### config.mk
export PLATFORM = sky130hd
export DESIGN_NAME = sha256_stream_hasher
export DESIGN_NICKNAME = d
export VERILOG_FILES = /design/src/hdl/sha256_pkg.sv /design/src/hdl/sha256_stream_hasher.sv /design/src/hdl/sha256_datapath.sv /design/src/hdl/sha256_ctrl.sv
export SDC_FILE = /design/constraint.sdc
export NUM_CORES = 2
export LEC_CHECK = 0
export BUFFER_PORTS_ARGS = -buffer_cell sky130_fd_sc_hd__buf_2
export CAP_MARGIN = 20
export CORE_MARGIN = 2
export CORE_UTILIZATION = 45
export CTS_CLUSTER_DIAMETER = 50
export DETAILED_ROUTE_END_ITERATION = 16
export GPL_TIMING_DRIVEN = 1
export PLACE_DENSITY = 0.67
export SYNTH_ARGS = -nofsm -noshare
export SYNTH_HDL_FRONTEND = slang
export SYNTH_SLANG_ARGS = --single-unit
### constraint.sdc
create_clock -name clk_i -period 22.2 [get_ports clk_i]
set_input_delay 1.11 -clock clk_i [delete_from_list [all_inputs] [get_ports clk_i]]
set_output_delay 1.11 -clock clk_i [all_outputs]
set_load 0.05 [all_outputs]
### src/hdl/sha256_pkg.sv
// ----------------------------------------------------------------------------
// sha256_pkg
// Types, constants and round functions shared by the stream hasher modules.
// ----------------------------------------------------------------------------
package sha256_pkg;

  typedef struct packed {
    logic [7:0] data_byte;
    logic       has_byte;
    logic       is_last;
  } in_item_t;

  typedef struct packed {
    logic [31:0] digest_word;
    logic [2:0]  word_index;
    logic        last_word;
    logic        len_overflow;
  } out_item_t;

  typedef enum logic [2:0] {
    ST_IDLE,
    ST_PAD,
    ST_LOAD,
    ST_ROUND,
    ST_FOLD,
    ST_EMIT
  } ctrl_state_e;

  // controller to datapath
  typedef struct packed {
    logic       take_byte;   // store byte, bump count
    logic       pad_start;   // write 0x80 and zero tail
    logic       pad_len;     // write length into tail
    logic       clr_head;    // zero bytes 0..55
    logic       load_vars;   // a..h <= chain
    logic       do_round;
    logic       fold;        // chain += a..h
    logic       restart;     // back to initial state
  } dp_cmd_t;

  // datapath to controller
  typedef struct packed {
    logic       block_full;  // count mod 64 becomes zero with the next byte
    logic [5:0] pos;
    logic       round_last;
  } dp_stat_t;

  localparam logic [7:0] PadByte = 8'h80;
  localparam logic [5:0] LenPos  = 6'd56;
  localparam logic [60:0] CountMax = {61{1'b1}};

  localparam logic [31:0] InitHash [8] = '{
    32'h6a09e667, 32'hbb67ae85, 32'h3c6ef372, 32'ha54ff53a,
    32'h510e527f, 32'h9b05688c, 32'h1f83d9ab, 32'h5be0cd19};

  localparam logic [31:0] RoundK [64] = '{
    32'h428a2f98,32'h71374491,32'hb5c0fbcf,32'he9b5dba5,32'h3956c25b,32'h59f111f1,
    32'h923f82a4,32'hab1c5ed5,32'hd807aa98,32'h12835b01,32'h243185be,32'h550c7dc3,
    32'h72be5d74,32'h80deb1fe,32'h9bdc06a7,32'hc19bf174,32'he49b69c1,32'hefbe4786,
    32'h0fc19dc6,32'h240ca1cc,32'h2de92c6f,32'h4a7484aa,32'h5cb0a9dc,32'h76f988da,
    32'h983e5152,32'ha831c66d,32'hb00327c8,32'hbf597fc7,32'hc6e00bf3,32'hd5a79147,
    32'h06ca6351,32'h14292967,32'h27b70a85,32'h2e1b2138,32'h4d2c6dfc,32'h53380d13,
    32'h650a7354,32'h766a0abb,32'h81c2c92e,32'h92722c85,32'ha2bfe8a1,32'ha81a664b,
    32'hc24b8b70,32'hc76c51a3,32'hd192e819,32'hd6990624,32'hf40e3585,32'h106aa070,
    32'h19a4c116,32'h1e376c08,32'h2748774c,32'h34b0bcb5,32'h391c0cb3,32'h4ed8aa4a,
    32'h5b9cca4f,32'h682e6ff3,32'h748f82ee,32'h78a5636f,32'h84c87814,32'h8cc70208,
    32'h90befffa,32'ha4506ceb,32'hbef9a3f7,32'hc67178f2};

  function automatic logic [31:0] rotr(input logic [31:0] x, input int n);
    rotr = (x >> n) | (x << (32 - n));
  endfunction

  function automatic logic [31:0] sig0(input logic [31:0] x);
    sig0 = rotr(x, 7) ^ rotr(x, 18) ^ (x >> 3);
  endfunction

  function automatic logic [31:0] sig1(input logic [31:0] x);
    sig1 = rotr(x, 17) ^ rotr(x, 19) ^ (x >> 10);
  endfunction

  function automatic logic [31:0] bsig0(input logic [31:0] x);
    bsig0 = rotr(x, 2) ^ rotr(x, 13) ^ rotr(x, 22);
  endfunction

  function automatic logic [31:0] bsig1(input logic [31:0] x);
    bsig1 = rotr(x, 6) ^ rotr(x, 11) ^ rotr(x, 25);
  endfunction

endpackage

### src/hdl/sha256_stream_hasher.sv
// ----------------------------------------------------------------------------
// sha256_stream_hasher
// SHA-256 over a byte stream, digest out as eight 32-bit words.
// ----------------------------------------------------------------------------
// a byte that does not end a block is taken in idle; a block-ending byte starts
// a compression (the rounds, then one fold), run by the single round unit
// a last item: a pad state, then the rounds and a fold per compression, before
// the first digest word is valid, then 8 words at 1/cycle while out_ready_i is high
// asynchronous active-low reset loads the initial hash and clears the count
module sha256_stream_hasher import sha256_pkg::*; (
  input  logic      clk_i,
  input  logic      rst_ni,
  input  logic      in_valid_i,
  output logic      in_ready_o,
  input  in_item_t  in_item_i,
  output logic      out_valid_o,
  input  logic      out_ready_i,
  output out_item_t out_item_o
);

  dp_cmd_t     cmd;
  dp_stat_t    stat;
  logic [31:0] chain [8];
  logic        ovf;
  logic [2:0]  widx;

  sha256_ctrl u_ctrl (
    .clk_i, .rst_ni, .in_valid_i, .in_ready_o, .in_item_i,
    .out_valid_o, .out_ready_i, .word_idx_o(widx), .stat_i(stat), .cmd_o(cmd)
  );

  sha256_datapath u_dp (
    .clk_i, .rst_ni, .cmd_i(cmd), .byte_i(in_item_i.data_byte),
    .stat_o(stat), .chain_o(chain), .ovf_o(ovf)
  );

  assign out_item_o.digest_word  = chain[widx];
  assign out_item_o.word_index   = widx;
  assign out_item_o.last_word    = (widx == 3'd7);
  assign out_item_o.len_overflow = ovf;

endmodule

### src/hdl/sha256_datapath.sv
// ----------------------------------------------------------------------------
// sha256_datapath
// Block buffer, byte count, schedule window, round registers and chain words.
// ----------------------------------------------------------------------------
module sha256_datapath import sha256_pkg::*; (
  input  logic            clk_i,
  input  logic            rst_ni,
  input  dp_cmd_t         cmd_i,
  input  logic [7:0]      byte_i,
  output dp_stat_t        stat_o,
  output logic [31:0]     chain_o [8],
  output logic            ovf_o
);

  // block buffer kept as 16 big-endian words
  logic [31:0] blk_q [16];
  logic [60:0] count_q, count_d;
  logic        ovf_q, ovf_d;
  logic [31:0] w_q [16];
  logic [31:0] v_q [8];
  logic [31:0] h_q [8];
  logic [5:0]  rnd_q;
  logic [31:0] w_cur, t1, t2;
  logic [63:0] bits;
  logic [5:0]  pos;
  logic [3:0]  widx;

  assign pos  = count_q[5:0];
  assign bits = {count_q, 3'b000};
  assign widx = rnd_q[3:0];

  always_comb begin
    if (rnd_q < 6'd16) begin
      w_cur = blk_q[widx];
    end else begin
      w_cur = w_q[widx] + sig0(w_q[widx + 4'd1]) + w_q[widx + 4'd9]
            + sig1(w_q[widx + 4'd14]);
    end
    t1 = v_q[7] + bsig1(v_q[4]) + ((v_q[4] & v_q[5]) ^ (~v_q[4] & v_q[6]))
       + RoundK[rnd_q] + w_cur;
    t2 = bsig0(v_q[0]) + ((v_q[0] & v_q[1]) ^ (v_q[0] & v_q[2]) ^ (v_q[1] & v_q[2]));
  end

  always_comb begin
    count_d = count_q;
    ovf_d   = ovf_q;
    if (cmd_i.restart) begin
      count_d = '0;
      ovf_d   = 1'b0;
    end else if (cmd_i.take_byte) begin
      count_d = count_q + 61'd1;
      if (count_q == CountMax) ovf_d = 1'b1;
    end
  end

  always_ff @(posedge clk_i or negedge rst_ni) begin
    if (!rst_ni) begin
      count_q <= '0;
      ovf_q   <= 1'b0;
      rnd_q   <= '0;
      for (int j = 0; j < 8; j++) h_q[j] <= InitHash[j];
    end else begin
      count_q <= count_d;
      ovf_q   <= ovf_d;
      if (cmd_i.load_vars) rnd_q <= '0;
      else if (cmd_i.do_round) rnd_q <= rnd_q + 6'd1;
      if (cmd_i.restart) begin
        for (int j = 0; j < 8; j++) h_q[j] <= InitHash[j];
      end else if (cmd_i.fold) begin
        for (int j = 0; j < 8; j++) h_q[j] <= h_q[j] + v_q[j];
      end
    end
  end

  // payload storage, no reset
  always_ff @(posedge clk_i) begin
    if (cmd_i.take_byte) begin
      for (int b = 0; b < 4; b++) begin
        if (pos[1:0] == 2'(b)) blk_q[pos[5:2]][8*(3-b) +: 8] <= byte_i;
      end
    end
    if (cmd_i.pad_start) begin
      for (int wi = 0; wi < 16; wi++) begin
        for (int b = 0; b < 4; b++) begin
          if ({4'(wi), 2'(b)} == pos) blk_q[wi][8*(3-b) +: 8] <= PadByte;
          else if ({4'(wi), 2'(b)} > pos) blk_q[wi][8*(3-b) +: 8] <= 8'h00;
        end
      end
    end
    if (cmd_i.clr_head) begin
      for (int wi = 0; wi < 14; wi++) blk_q[wi] <= 32'h0;
    end
    if (cmd_i.pad_len) begin
      blk_q[14] <= bits[63:32];
      blk_q[15] <= bits[31:0];
    end
    if (cmd_i.load_vars) begin
      for (int j = 0; j < 8; j++) v_q[j] <= h_q[j];
    end else if (cmd_i.do_round) begin
      w_q[widx] <= w_cur;
      v_q[7] <= v_q[6]; v_q[6] <= v_q[5]; v_q[5] <= v_q[4];
      v_q[4] <= v_q[3] + t1;
      v_q[3] <= v_q[2]; v_q[2] <= v_q[1]; v_q[1] <= v_q[0];
      v_q[0] <= t1 + t2;
    end
  end

  assign stat_o.block_full = (count_q[5:0] == 6'd63);
  assign stat_o.pos        = pos;
  assign stat_o.round_last = (rnd_q == 6'd63);
  assign chain_o           = h_q;
  assign ovf_o             = ovf_q;

  a_ovf_sticky: assert property (@(posedge clk_i) disable iff (!rst_ni)
    ovf_q && !cmd_i.restart |=> ovf_q) else $error("overflow flag dropped");
  a_round_wrap: assert property (@(posedge clk_i) disable iff (!rst_ni)
    cmd_i.load_vars |=> rnd_q == 6'd0) else $error("round count not cleared");
  a_no_clash: assert property (@(posedge clk_i) disable iff (!rst_ni)
    !(cmd_i.take_byte && cmd_i.do_round)) else $error("byte write during rounds");

endmodule

### src/hdl/sha256_ctrl.sv
// ----------------------------------------------------------------------------
// sha256_ctrl
// Sequences byte intake, padding, compressions and digest output.
// ----------------------------------------------------------------------------
module sha256_ctrl import sha256_pkg::*; (
  input  logic        clk_i,
  input  logic        rst_ni,
  input  logic        in_valid_i,
  output logic        in_ready_o,
  input  in_item_t    in_item_i,
  output logic        out_valid_o,
  input  logic        out_ready_i,
  output logic [2:0]  word_idx_o,
  input  dp_stat_t    stat_i,
  output dp_cmd_t     cmd_o
);

  // phase after a compression: 0 plain block, 1 first pad block, 2 final block
  typedef enum logic [1:0] {PH_DATA, PH_PAD1, PH_FINAL} phase_e;

  ctrl_state_e state_q, state_d;
  phase_e      phase_q, phase_d;
  logic        last_q, last_d;   // message ends after current data block
  logic [2:0]  widx_q, widx_d;
  logic        accept;

  assign accept = in_valid_i && in_ready_o;

  always_comb begin
    state_d = state_q;
    phase_d = phase_q;
    last_d  = last_q;
    widx_d  = widx_q;
    unique case (state_q)
      ST_IDLE: begin
        if (accept) begin
          if (in_item_i.has_byte && stat_i.block_full) begin
            state_d = ST_ROUND;
            phase_d = PH_DATA;
            last_d  = in_item_i.is_last;
          end else if (in_item_i.is_last) begin
            state_d = ST_PAD;
          end
        end
      end
      // count already holds the last byte here
      ST_PAD: begin
        state_d = ST_ROUND;
        phase_d = (stat_i.pos >= LenPos) ? PH_PAD1 : PH_FINAL;
      end
      ST_LOAD: begin
        state_d = ST_ROUND;
        phase_d = PH_FINAL;
      end
      ST_ROUND: if (stat_i.round_last) state_d = ST_FOLD;
      ST_FOLD: begin
        unique case (phase_q)
          PH_DATA: begin
            if (last_q) begin
              state_d = ST_PAD;
              last_d  = 1'b0;
            end else begin
              state_d = ST_IDLE;
            end
          end
          PH_PAD1: state_d = ST_LOAD;
          default: begin
            state_d = ST_EMIT;
            widx_d  = '0;
          end
        endcase
      end
      ST_EMIT: begin
        if (out_ready_i) begin
          widx_d = widx_q + 3'd1;
          if (widx_q == 3'd7) state_d = ST_IDLE;
        end
      end
      default: state_d = ST_IDLE;
    endcase
  end

  always_comb begin
    cmd_o       = '0;
    in_ready_o  = (state_q == ST_IDLE);
    out_valid_o = (state_q == ST_EMIT);
    unique case (state_q)
      ST_IDLE: begin
        if (accept) begin
          cmd_o.take_byte = in_item_i.has_byte;
          if (in_item_i.has_byte && stat_i.block_full) cmd_o.load_vars = 1'b1;
        end
      end
      ST_PAD: begin
        cmd_o.pad_start = 1'b1;
        cmd_o.pad_len   = (stat_i.pos < LenPos);
        cmd_o.load_vars = 1'b1;
      end
      // second pad block: zero head, length in tail
      ST_LOAD: begin
        cmd_o.clr_head  = 1'b1;
        cmd_o.pad_len   = 1'b1;
        cmd_o.load_vars = 1'b1;
      end
      ST_ROUND: cmd_o.do_round = 1'b1;
      ST_FOLD: cmd_o.fold = 1'b1;
      ST_EMIT: cmd_o.restart = out_ready_i && (widx_q == 3'd7);
      default: ;
    endcase
  end

  always_ff @(posedge clk_i or negedge rst_ni) begin
    if (!rst_ni) begin
      state_q <= ST_IDLE;
      phase_q <= PH_DATA;
      last_q  <= 1'b0;
      widx_q  <= '0;
    end else begin
      state_q <= state_d;
      phase_q <= phase_d;
      last_q  <= last_d;
      widx_q  <= widx_d;
    end
  end

  assign word_idx_o = widx_q;

  a_ready_idle: assert property (@(posedge clk_i) disable iff (!rst_ni)
    in_ready_o |-> !out_valid_o) else $error("input taken while emitting");
  a_emit_hold: assert property (@(posedge clk_i) disable iff (!rst_ni)
    out_valid_o && !out_ready_i |=> out_valid_o && $stable(widx_q))
    else $error("digest word moved while stalled");
  a_fold_once: assert property (@(posedge clk_i) disable iff (!rst_ni)
    state_q == ST_FOLD |=> state_q != ST_FOLD) else $error("double fold");

endmodule
---- Word-level counts from Yosys, hierarchy flattened ----
Memory sizes are Yosys's and may differ from the RTL's.
Index checks and enable logic that the tools add are counted.
word-level totals
  ROM bits ................................ 2048
  word-level logic and storage cells ...... 1037
  bits in writable memories ............... 1280
  latch bits .............................. 0
  output and inout port bits .............. 39
  memories kept ........................... 4
  bits in registers ....................... 333
cells by class
  mux-type cells .......................... 654
  multipliers ............................. 0
  divide/modulo/power cells ............... 0
  shifts and indexed selects .............. 0
  bitwise gates (word level) .............. 165
  $lt $le $gt $ge ......................... 69
  reductions and logical operators ........ 22
  $add $sub $neg .......................... 24
  equal/unequal tests ..................... 84
memories
  name              words  bits a word  rd ports  clocked after memory_dff  wr ports  line                   text
  (name not given)  64     32           1         0                         0         sha256_datapath.sv:40  + RoundK[rnd_q] + w_cur;
  u_dp.blk_q        16     32           1         0                         16        sha256_datapath.sv:16  logic [31:0] blk_q [16];
  u_dp.w_q          16     32           4         0                         1         sha256_datapath.sv:19  logic [31:0] w_q [16];
  u_dp.v_q          8      32           8         0                         8         sha256_datapath.sv:20  logic [31:0] v_q [8];
operator list
  kind                   count
  $mux 8                 128
  $add 32x32->32         18
  $mux 256               2
  $mux 1                 485
  $mux 32                14
  $xor 32x32->32         9
  $eq 6x6->1 const A     32
  $gt 6x6->1 const A     32
  $and 32x32->32         5
  $or 1x1->1             136
  $mux 61                2
  $bmux 32 s3            1
  $eq 5x6->1 const A     16
  $gt 5x6->1 const A     16
  $add 61x1->61 const B  1
  $eq 61x61->1 const B   1
  $eq 4x6->1 const A     8
  $gt 4x6->1 const A     8
  $not 32->32            1
  $or 10x32->32          1
  $or 13x32->32          1
  $or 14x32->32          1
  $or 15x32->32          1
  $or 19x32->32          1
  other kinds (53)       98

---- Longest topological paths before layout ----
An unclocked memory read counts as a cell.
  depth after elaboration ................. 12
  mapped depth ............................ 58

---- By module ----
Synthesis repeated with hierarchy kept, for this count alone.
unflattened totals
  cell total of the unflattened synthesis .. 10515
  area total of the unflattened synthesis .. 105651.3 sq um
modules (own cells, without submodules)
  module                cells each  times used  area an instance (sq um)
  sha256_datapath       10328       1           103055.1
  sha256_stream_hasher  116         1           1960.6
  sha256_ctrl           71          1           635.6

---- Worst setup path after synthesis ----
Ideal clock, no wire load.
  kind .................................... reg2reg
  start ................................... reg u_dp.rnd_q[0]
  end ..................................... mem u_dp.v_q[0][30], data pin
  path buffers ............................ 10
  library setup time ...................... 0.267 ns
  setup slack ............................. 8.170 ns
  cell stages (with the launch flop) ...... 57
  arrival time ............................ 13.763 ns
  period minus slack after synthesis ...... 14.030 ns
  path through ............................ dfrtp_1 buf_6 buf_12 buf_2 buf_2 buf_4 buf_4 buf_2 inv_2 ha_1 buf_1 buf_1 clkbuf_1 mux4_2 mux4_2 xnor2_1 xnor2_1 fa_1 [21 not listed] a311o_1 xor2_1 inv_1 fa_1 inv_1 ha_1 a21o_1 a21o_1 a21o_1 a21o_1 a21oi_1 o2111ai_1 a21o_1 a21o_1 a211o_1 o31ai_1 xor2_1 o21ai_0
RTL lines
  what                    line                   text
  start, declared         sha256_datapath.sv:22  logic [5:0] rnd_q;
  start signal, assigned  sha256_datapath.sv:66  else if (cmd_i.do_round) rnd_q <= rnd_q + 6'd1;
  end, declared           sha256_datapath.sv:20

==> metrics.txt <==
status=finished, final reports clean; Mapped Cells=10015; cts repair resizes=0; skew final=0.111 ns; Critical Path Stages=45; CP Launch Type=flip-flop; main combinational cell family by area after synthesis=multiplexers; Cells after DPL=12672; CP max-delay cell=o31ai_1; CP startpoint=u_dp.rnd_q[0]; all-layer global routing usage=30.2%; FP Rows=177; flop2flop setup slack=6.51 ns; CTS HTree Levels=4; Max Fanout on Critical Path=54; RR Startpoint=u_dp.rnd_q[0]; GR Overflow Total=0; CTS max path bufs=3; final setup fails=0; Total Nets Final=10458; ys async rst share=20.6%; Synth Register Bits=1613; DR DRC count=0; CP Buf/Inv Count=4; Die Wd=487 µm; syn nets=10621; drt via density=6.48; post-synthesis sequential area ratio=40.5%; CTS tree=built; die area=0.237 mm²; Port Buffers=52; CP Capture Point=u_dp.v_q[0][31]; Multi-input gate area=0.0590 mm²; Num CTS Buffers=213; top post-synthesis cells by count=1889 x nand2_1, 900 x a21oi_1, 829 x edfxtp_1, 683 x mux4_2, 512 x o21ai_0; hold buffer count at cts=0; fin crit share=70.7%; Synth Area in Compound Gates=12.9%; number of I/O pins=53; Storage cell area=0.0425 mm²; Cell Area, Synth=0.105 mm²; post-route insts no fill=13094; WL final=364 mm; Crit path top cell by count=fa_1; CP Capture Type=flip-flop; Synth Flop Type=edfxtp_1; Worst R2R Path Depth=45; layout cell share with drive strength beyond 1=15.5%; top cells by area, synth=edfxtp_1 24%, mux4_2 15%, dfxtp_1 8.6%; kind of critical path=reg -> reg; Synth top area share=23.8%; Pins Over Slew Limit=0; initial antenna violation count=21; Slew @ Worst Pin=1.25 ns; first-pass GRT wire length=538 mm; core area=0.232 mm²; vias in the first global route=81531; Req. time, crit path=22.83 ns; Hold/Removal Path Class=in -> async; Die Ht=487 µm; Post-Synth Adder-Cell Area=8.65%; later-pin clock latency in the skew report=0.91 ns; Tmin final=15.69 ns; CP delay by family, top=compound AO/OA/AOI/OAI gates; Peak Freq=63.7 MHz; R2R Path End=u_dp.v_q[0][31]; yosys warns=0; fillers=20313; Starting Density=45.1%; first-pass detailed-route iteration total=6; area growth from synthesis to layout=10.4%; Fin. Hold Viols=0; Vias=84836; xor-xnor portion of the synthesized cell area=5.05%; post-route ant nets=0; CTS Root Cell=clkbuf_16; RSZ-0062 raised after global routing=false; Placer Congestion=1.00; Mean Syn Cell Area=10.5 µm²; Max Cap Violations=0; Max stage delay on crit path=0.97 ns; initial drt markers=11313; setup bufs post-CTS=0; Netlist cell types=97; Synth Area in Simple Gates=12.9%; leading area contributor after synthesis=edfxtp_1; Clock Sink Count=1613; Arrival @ worst endpoint=16.32 ns; count leader, synth=nand2_1; wire length per cell=27.8 µm; mux share of post-synthesis cell area=16.6%; Setup TNS=0 ns; fin area=0.116 mm²; clock-pin slew on the worst setup and hold paths=0.06 ns; Detail Placement HPWL=255 mm; largest net degree at the start of global routing=167; Post-DP Area=0.108 mm²; max_slew headroom=16.9%; EDFF count, synth=829
[how the worst min path moves through the flow]
stage / end / slack [ns] / from
global route: u_dp.chain_o[90] / 0.23 / rst_ni
detailed placement: u_dp.blk_q[6][25] / 0.45 / u_dp.blk_q[6][25]
finish: u_dp.chain_o[90] / 0.20 / rst_ni
global placement: u_dp.blk_q[0][16] / 0.44 / u_dp.blk_q[0][16]
CTS: u_dp.chain_o[90] / 0.20 / rst_ni
floorplan: u_dp.blk_q[9][15] / 0.43 / u_dp.blk_q[9][15]
[state kept, by name (all words and copies together) (netlist names)]
register,flops
u_dp.chain_o,256
u_ctrl.phase_q,2
u_dp.rnd_q,6
u_dp.w_q,512
u_ctrl.word_idx_o,3
u_ctrl.last_q,1
u_dp.ovf_o,1
u_ctrl.state_q,3
u_dp.count_q,61
u_dp.blk_q,512
u_dp.v_q,256
[logic make-up (layout without fill, tap and decap cells)]
kind of cell	Yosys count	in the layout
and+or+nand+nor	3155	3155
AOI/OAI and AO/OA	2231	2231
DFF	1613	1613
buffers and inverters	929	955
muxes	874	874
adders and majority gates	611	611
xor gates and xnor gates	602	602
other	0	10
[placed cells by master (no fill, tap or decap), drive strengths merged, types with 21 or more instances in the layout]
cell type | synthesis | routed
inv | 330 | 360
clkbuf | 437 | 257
nand2 | 1890 | 1890
a21o | 185 | 185
o21bai | 56 | 56
fa | 195 | 195
o21ai | 532 | 532
clkinv | 2 | 82
a221oi | 28 | 28
and2 | 21 | 21
mux2 | 40 | 40
dfrtp | 197 | 197
nand4 | 34 | 34
clkinvlp | 0 | 21
a21oi | 900 | 900
buf | 160 | 216
o31ai | 50 | 50
ha | 397 | 397
nor2 | 456 | 456
a22o | 49 | 49
edfxtp | 829 | 829
nand3 | 229 | 229
mux4 | 684 | 684
or3 | 52 | 52
o21a | 44 | 44
o221ai | 27 | 27
nor3 | 149 | 149
o211ai | 45 | 45
a31oi | 66 | 66
xnor2 | 390 | 390
a211oi | 58 | 58
dfstp | 136 | 136
mux2i | 150 | 150
and3 | 75 | 75
dfxtp | 451 | 451
nand2b | 97 | 97
or2 | 29 | 29
xor2 | 212 | 212
nor2b | 62 | 62
[routing by layer]
layer	part of all wire (%)	vias to the layer above	track usage, %
li1	-	36392	-
met1	39	42103	40.7
met2	45	5383	46.3
met3	12	946	7.26
met4	5.0	12	13.3
met5	0.021	-	0
[metrics by stage]
stage	hold WS (ns)	worst slack, ns	utilization [%]
floorplan	0.433	8.17	-
global placement	0.438	6.71	46.5
detailed placement	0.445	6.64	46.6
CTS	0.200	6.66	49.8
global route	0.231	5.68	49.8
finish	0.203	6.51	49.8
[area by class of cell]
type | count | area share (%)
inverter | 332 | 1.08
sequential | 1613 | 36.7
clock inverter | 149 | 1.57
timing repair buffer | 219 | 1.39
tap | 3043 | 3.29
antenna | 10 | 0.0216
multi-input combinational | 7473 | 51.0
clock buffer | 255 | 4.91
Power is not shown: default switching activity piles up to over one toggle a cycle in this logic, so the estimate is an artifact.
